===== src/sv/mpbm_pkg.sv =====
package mpbm_pkg;

  // default sizes of the pattern table and the context space
  localparam int MAX_PATTERNS_DEF    = 16;
  localparam int MAX_PATTERN_LEN_DEF = 32;
  localparam int NUM_CONTEXTS_DEF    = 64;

  // payload field widths
  localparam int MODE_W  = 2;
  localparam int CTX_W   = 6;
  localparam int ADDR_W  = 64;
  localparam int BYTE_W  = 8;
  localparam int SLOT_W  = 4;
  localparam int POS_W   = 5;
  localparam int LEN_W   = 6;
  localparam int MASK_W  = 16;
  localparam int ACT_W   = 5;

  typedef enum logic [MODE_W-1:0] {
    MODE_SCAN     = 2'd0,
    MODE_PAT_BYTE = 2'd1,
    MODE_PAT_LEN  = 2'd2
  } mode_e;

  // pattern table write request, taken at the input handshake
  typedef struct packed {
    logic              byte_we;
    logic              len_we;
    logic [SLOT_W-1:0] slot;
    logic [POS_W-1:0]  pos;
    logic [BYTE_W-1:0] data;
    logic [LEN_W-1:0]  len;
  } pat_wr_t;

endpackage


===== src/sv/mpbm_pattern_unit.sv =====
module mpbm_pattern_unit #(
  parameter int MAX_PATTERNS    = mpbm_pkg::MAX_PATTERNS_DEF,
  parameter int MAX_PATTERN_LEN = mpbm_pkg::MAX_PATTERN_LEN_DEF,
  localparam int CNT_W = $clog2(MAX_PATTERN_LEN + 1),
  localparam int ROW_W = MAX_PATTERNS * CNT_W
) (
  input  logic                        clk_i,
  input  logic                        rst_ni,
  input  mpbm_pkg::pat_wr_t           wr_i,
  input  logic [mpbm_pkg::ACT_W-1:0]  active_i,
  input  logic [mpbm_pkg::BYTE_W-1:0] scan_byte_i,
  input  logic [ROW_W-1:0]            cnt_i,
  output logic [ROW_W-1:0]            cnt_o,
  output logic [MAX_PATTERNS-1:0]     hit_o
);

  localparam int IDX_W = $clog2(MAX_PATTERN_LEN);

  logic [31:0]      len_clamp;
  logic [CNT_W-1:0] len_store;
  logic             pos_ok;

  // zero length stored as one, long lengths saturate
  assign len_clamp = (wr_i.len == '0) ? 32'd1 :
                     (32'(wr_i.len) > MAX_PATTERN_LEN) ? 32'(MAX_PATTERN_LEN) :
                     32'(wr_i.len);
  assign len_store = CNT_W'(len_clamp);
  assign pos_ok    = 32'(wr_i.pos) < MAX_PATTERN_LEN;

  for (genvar s = 0; s < MAX_PATTERNS; s++) begin : g_slot
    logic [mpbm_pkg::BYTE_W-1:0] pat_q [MAX_PATTERN_LEN];
    logic [CNT_W-1:0]            len_q;
    logic [CNT_W-1:0]            cnt;
    logic [CNT_W-1:0]            inc;
    logic                        sel;
    logic                        act;
    logic                        eq;
    logic                        done;

    assign sel = 32'(wr_i.slot) == s;

    always_ff @(posedge clk_i) begin
      if (wr_i.byte_we && sel && pos_ok) begin
        pat_q[IDX_W'(wr_i.pos)] <= wr_i.data;
      end
    end

    always_ff @(posedge clk_i or negedge rst_ni) begin
      if (!rst_ni) begin
        len_q <= CNT_W'(1);
      end else if (wr_i.len_we && sel) begin
        len_q <= len_store;
      end
    end

    assign cnt  = cnt_i[s*CNT_W +: CNT_W];
    assign act  = 32'(active_i) > s;
    // a counter past the end of the pattern table counts as a mismatch
    assign eq   = (32'(cnt) < MAX_PATTERN_LEN) && (pat_q[cnt[IDX_W-1:0]] == scan_byte_i);
    assign inc  = eq ? cnt + CNT_W'(1) : '0;
    assign done = inc == len_q;

    assign cnt_o[s*CNT_W +: CNT_W] = !act ? cnt : (done ? '0 : inc);
    assign hit_o[s]                = act && done;
  end

endmodule


===== config.mk =====
export PLATFORM = sky130hd
export DESIGN_NAME = mpbm_pattern_unit
export DESIGN_NICKNAME = d
export VERILOG_FILES = /design/src/sv/mpbm_pkg.sv /design/src/sv/mpbm_pattern_unit.sv
export SDC_FILE = /design/constraint.sdc
export NUM_CORES = 2
export LEC_CHECK = 0
export ABC_AREA = 0
export BUFFER_PORTS_ARGS = -buffer_cell sky130_fd_sc_hd__buf_2
export CAP_MARGIN = 0
export CORE_ASPECT_RATIO = 1.2
export CORE_MARGIN = 4
export CORE_UTILIZATION = 38
export CTS_CLUSTER_DIAMETER = 50
export CTS_CLUSTER_SIZE = 16
export DETAILED_ROUTE_END_ITERATION = 16
export HOLD_SLACK_MARGIN = 0.02
export PLACE_DENSITY = 0.53
export SLEW_MARGIN = 30
export SYNTH_ARGS = -nofsm -noshare
export SYNTH_HDL_FRONTEND = slang
export SYNTH_SLANG_ARGS = --single-unit

===== constraint.sdc =====
create_clock -name clk_i -period 5.83 [get_ports clk_i]
set_input_delay 1.166 -clock clk_i [delete_from_list [all_inputs] [get_ports clk_i]]
set_output_delay 1.166 -clock clk_i [all_outputs]
set_load 0.03 [all_outputs]

==> metrics <==
status=complete, but fails checks; failing checks=negative setup slack; CTS clk-pin slew, worst paths=~70 ps; synth top area cells=edfxtp_1 72%, mux4_2 11%, mux2i_1 3.5%; WL/cell=31.1 um; final number of hold-violating endpoints=0; share of cells above drive strength 1=about 29%; sequential element share of the synthesized area=between 70% and 80%; Post-Syn Area=170,000 um^2; setup ws final=-0.557 ps; setup_tns=-0.557 ps; EDFF count, synth=4,096; ANT nets after route=0; most frequent cells in the layout=4,096 x edfxtp_1, 801 x mux4_2, 670 x buf_4, 645 x nor2_1, 583 x mux2i_1; combinational family with the most area after synthesis=multiplexers; Max-Cap Viols=0; Hold Crit Start=g_slot[2].len_q[2]$_DFFE_PN0P_; largest area contributor in the synthesized netlist=edfxtp_1; Worst-Margin Slew=1170 ps; Root Buffer=clkbuf_16; Rows=268; Unique masters post-synth=99; CTS Buf Count=roughly 410; die height=741 um; Initial DRC Count=9,846; Worst-Skew Late Latency=1000 ps; crit path from=cnt_i[24]; post-synthesis compound-gate area fraction=3.55%; DRT Pass-1 Iters=5; ys flop type=edfxtp_1; Worst Hold Class=reg2reg; Slew HR=22.2%; multiplexer share of the synthesized area=15.1%; DRC viols=0; fin crit share=100%; asr flop ratio synth=2.29%; pins over their slew limit=0; die span in x=a little over 600 um; GRT Util Overall=21.7%; HPWL after DPL=327 mm; most common cell after layout, fill and taps aside=edfxtp_1; input/output buffers=247; H-tree Lvls=5; Yosys top cell area share=72.3%; number of global-route vias before repair=93,600; syn avg cell area=about 19 um^2; Post-Synth Adder-Cell Area=0.118%; P_leak=65.4 nW; first-pass GRT wire length=714 mm; drt total wl=510 mm; Worst R2R Start=g_slot[8].len_q[1]$_DFFE_PN0P_; overall die area=458,000 um^2; clk buf depth=4; Worst EP arrival=about 4700 ps; Crit. End Element=output port; Crit Path Category=in2out; total number of vias=between 90,000 and 100k; Area Growth Syn to Fin=17.9%; gpl congestion=approximately 0.88; CTS tree=done; core footprint=445,000 um^2; Synth warnings=0; Starting Density=between 30% and 40%; fin util=a little under half; clk sinks=4,192; io pins=around 250; Fmax=0.172 GHz; initial antenna violation count=66; Startpoint Class=input pin; GRT Residual Overflow=0; CP Max Fanout=6; endpoints failing setup=1; pwr dens=~330 nW/um^2; #FFs+latches synth=between 4,000 and 5,000; Nets=10,200; worst clock skew=0 ps; Synth Area in XOR/XNOR=1.16%; peak supply drop=276 uV; Mapped Nets=9,288; RSZ-0062 raised after global routing=yes; Simple-Gate Fraction of Synth Area=4.80%; fill cell count=37,900; vias per cell=5.65; Mapped Cells=9,136; final worst path period need=5830 ps; largest net degree at the start of global routing=180; WP data required=4660 ps
-- final timing paths --
kind	slack (ps)	endpoint	depth (start not counted)
worst max register to register	4940	g_slot[8].len_q[1]$_DFFE_PN0P_	1
min in group asynchronous	640	g_slot[14].len_q[5]$_DFFE_PN0P_	2
worst min register to register	550	g_slot[2].len_q[2]$_DFFE_PN0P_	2
max in group asynchronous	4100	g_slot[8].len_q[1]$_DFFE_PN0P_	3
worst max-delay path	-0.6	cnt_o[27]	15
worst min-delay path	550	g_slot[2].len_q[2]$_DFFE_PN0P_	2
-- synth_stat cells, drive strengths merged, types with 10 or more instances --
library cell  number
mux2             141
o221ai            40
nor4b             14
mux4             806
ha                16
nor2             680
and2              35
or3               24
buf              277
a221oi            24
nand2b            45
a22o              47
nor2b             89
mux2i            598
nand2            358
o21ai            126
and3              27
a211oi            31
o22ai             86
and3b             14
a2111oi           17
inv               50
xor2              89
o31ai             22
nor3              50
nor4              40
o21a              11
dfrtp             80
a31oi             31
clkbuf           241
dfstp             16
xnor2            135
nand3b            24
or2               19
nor3b             29
edfxtp          4096
a22oi            197
nand3            174
a21oi            123
nand4             60
a21o              10
-- registers in the layout (all words and copies together), names as in the netlist --
| name | cells |
|---|---|
| g_slot.len_q | 96 |
| g_slot.pat_q | 4096 |
-- area by class of cell --
class | instances | area (um^2) | area share, %
Multi-Input combinational cell | 4369 | 43300 | 21.6
Sequential cell | 4192 | 125000 | 62.5
Clock inverter | 314 | 3770 | 1.88
Inverter | 57 | 218 | 0.109
Antenna cell | 51 | 128 | 0.0636
Clock buffer | 450 | 10600 | 5.31
Timing Repair Buffer | 1051 | 9640 | 4.81
Tap cell | 5940 | 7430 | 3.71
-- stage by stage --
| step | power (W) | setup slack, ps | instances | hold slack [ps] | instance area (um^2) |
|---|---|---|---|---|---|
| 6_report | 0.0664 | -0.557 | 16400 | 552 | 201000 |
| 5_1_grt | 0.0685 | -68.4 | 16400 | 525 | 200000 |
| 4_1_cts | 0.0668 | -29.3 | 16300 | 486 | 199000 |
| 3_5_place_dp | 0.0387 | -486 | 15500 | 532 | 184000 |
| 3_3_place_gp | 0.0386 | -506 | 15500 | 522 | 183000 |
| 2_1_floorplan | 0.0365 | -72.3 | 9136 | 480 | 170000 |
-- kinds of logic (layout without fill, tap and decap cells) --
family | Yosys count | after routing
other | 0 | 51
and+or+nand+nor | 1721 | 1721
DFF | 4192 | 4192
adders and majority gates | 16 | 16
buffers and inverters | 575 | 1872
xor gates and xnor gates | 224 | 224
AOI/OAI and AO/OA | 863 | 863
muxes | 1545 | 1545
-- metal layers --
layer	up-vias	share of wire [%]	track usage (%)
li1	39100	-	-
met2	3761	49	35.8
met5	-	0.017	0
met3	703	7.8	3.82
met4	14	3.0	6.38
met1	49200	40	29.4
-- what timing repair did --
action	in CTS	in global routing
resized for setup	100	224
buffers inserted	18	84
cloned	2	12
hold endpoints to repair	4	0
pin swaps	13	57
endpoints found under the setup margin	87	96
hold buffers	1	0
-- worst max-delay path, cell delays in order --
cell and delay (ps):
buf_12 110, buf_12 130, mux4_2 520, mux4_2 560, xnor2_2 190, nor3b_2 190, a41oi_1 60, a22o_1 290
o31a_1 290, a21oi_2 140, o21a_2 140, or4b_4 470, o21ai_4 130, buf_6 140, buf_6 120
-- power by group --
group	switching [W]	leakage, nW	internal, W
Clock	0.0126	6.91	0.0155
Sequential	0.000177	38.0	0.0332
Combinational	0.00293	20.5	0.00196
Total	0.0157	65.4	0.0507
No activity file was read; power rests on OpenSTA's default activity.
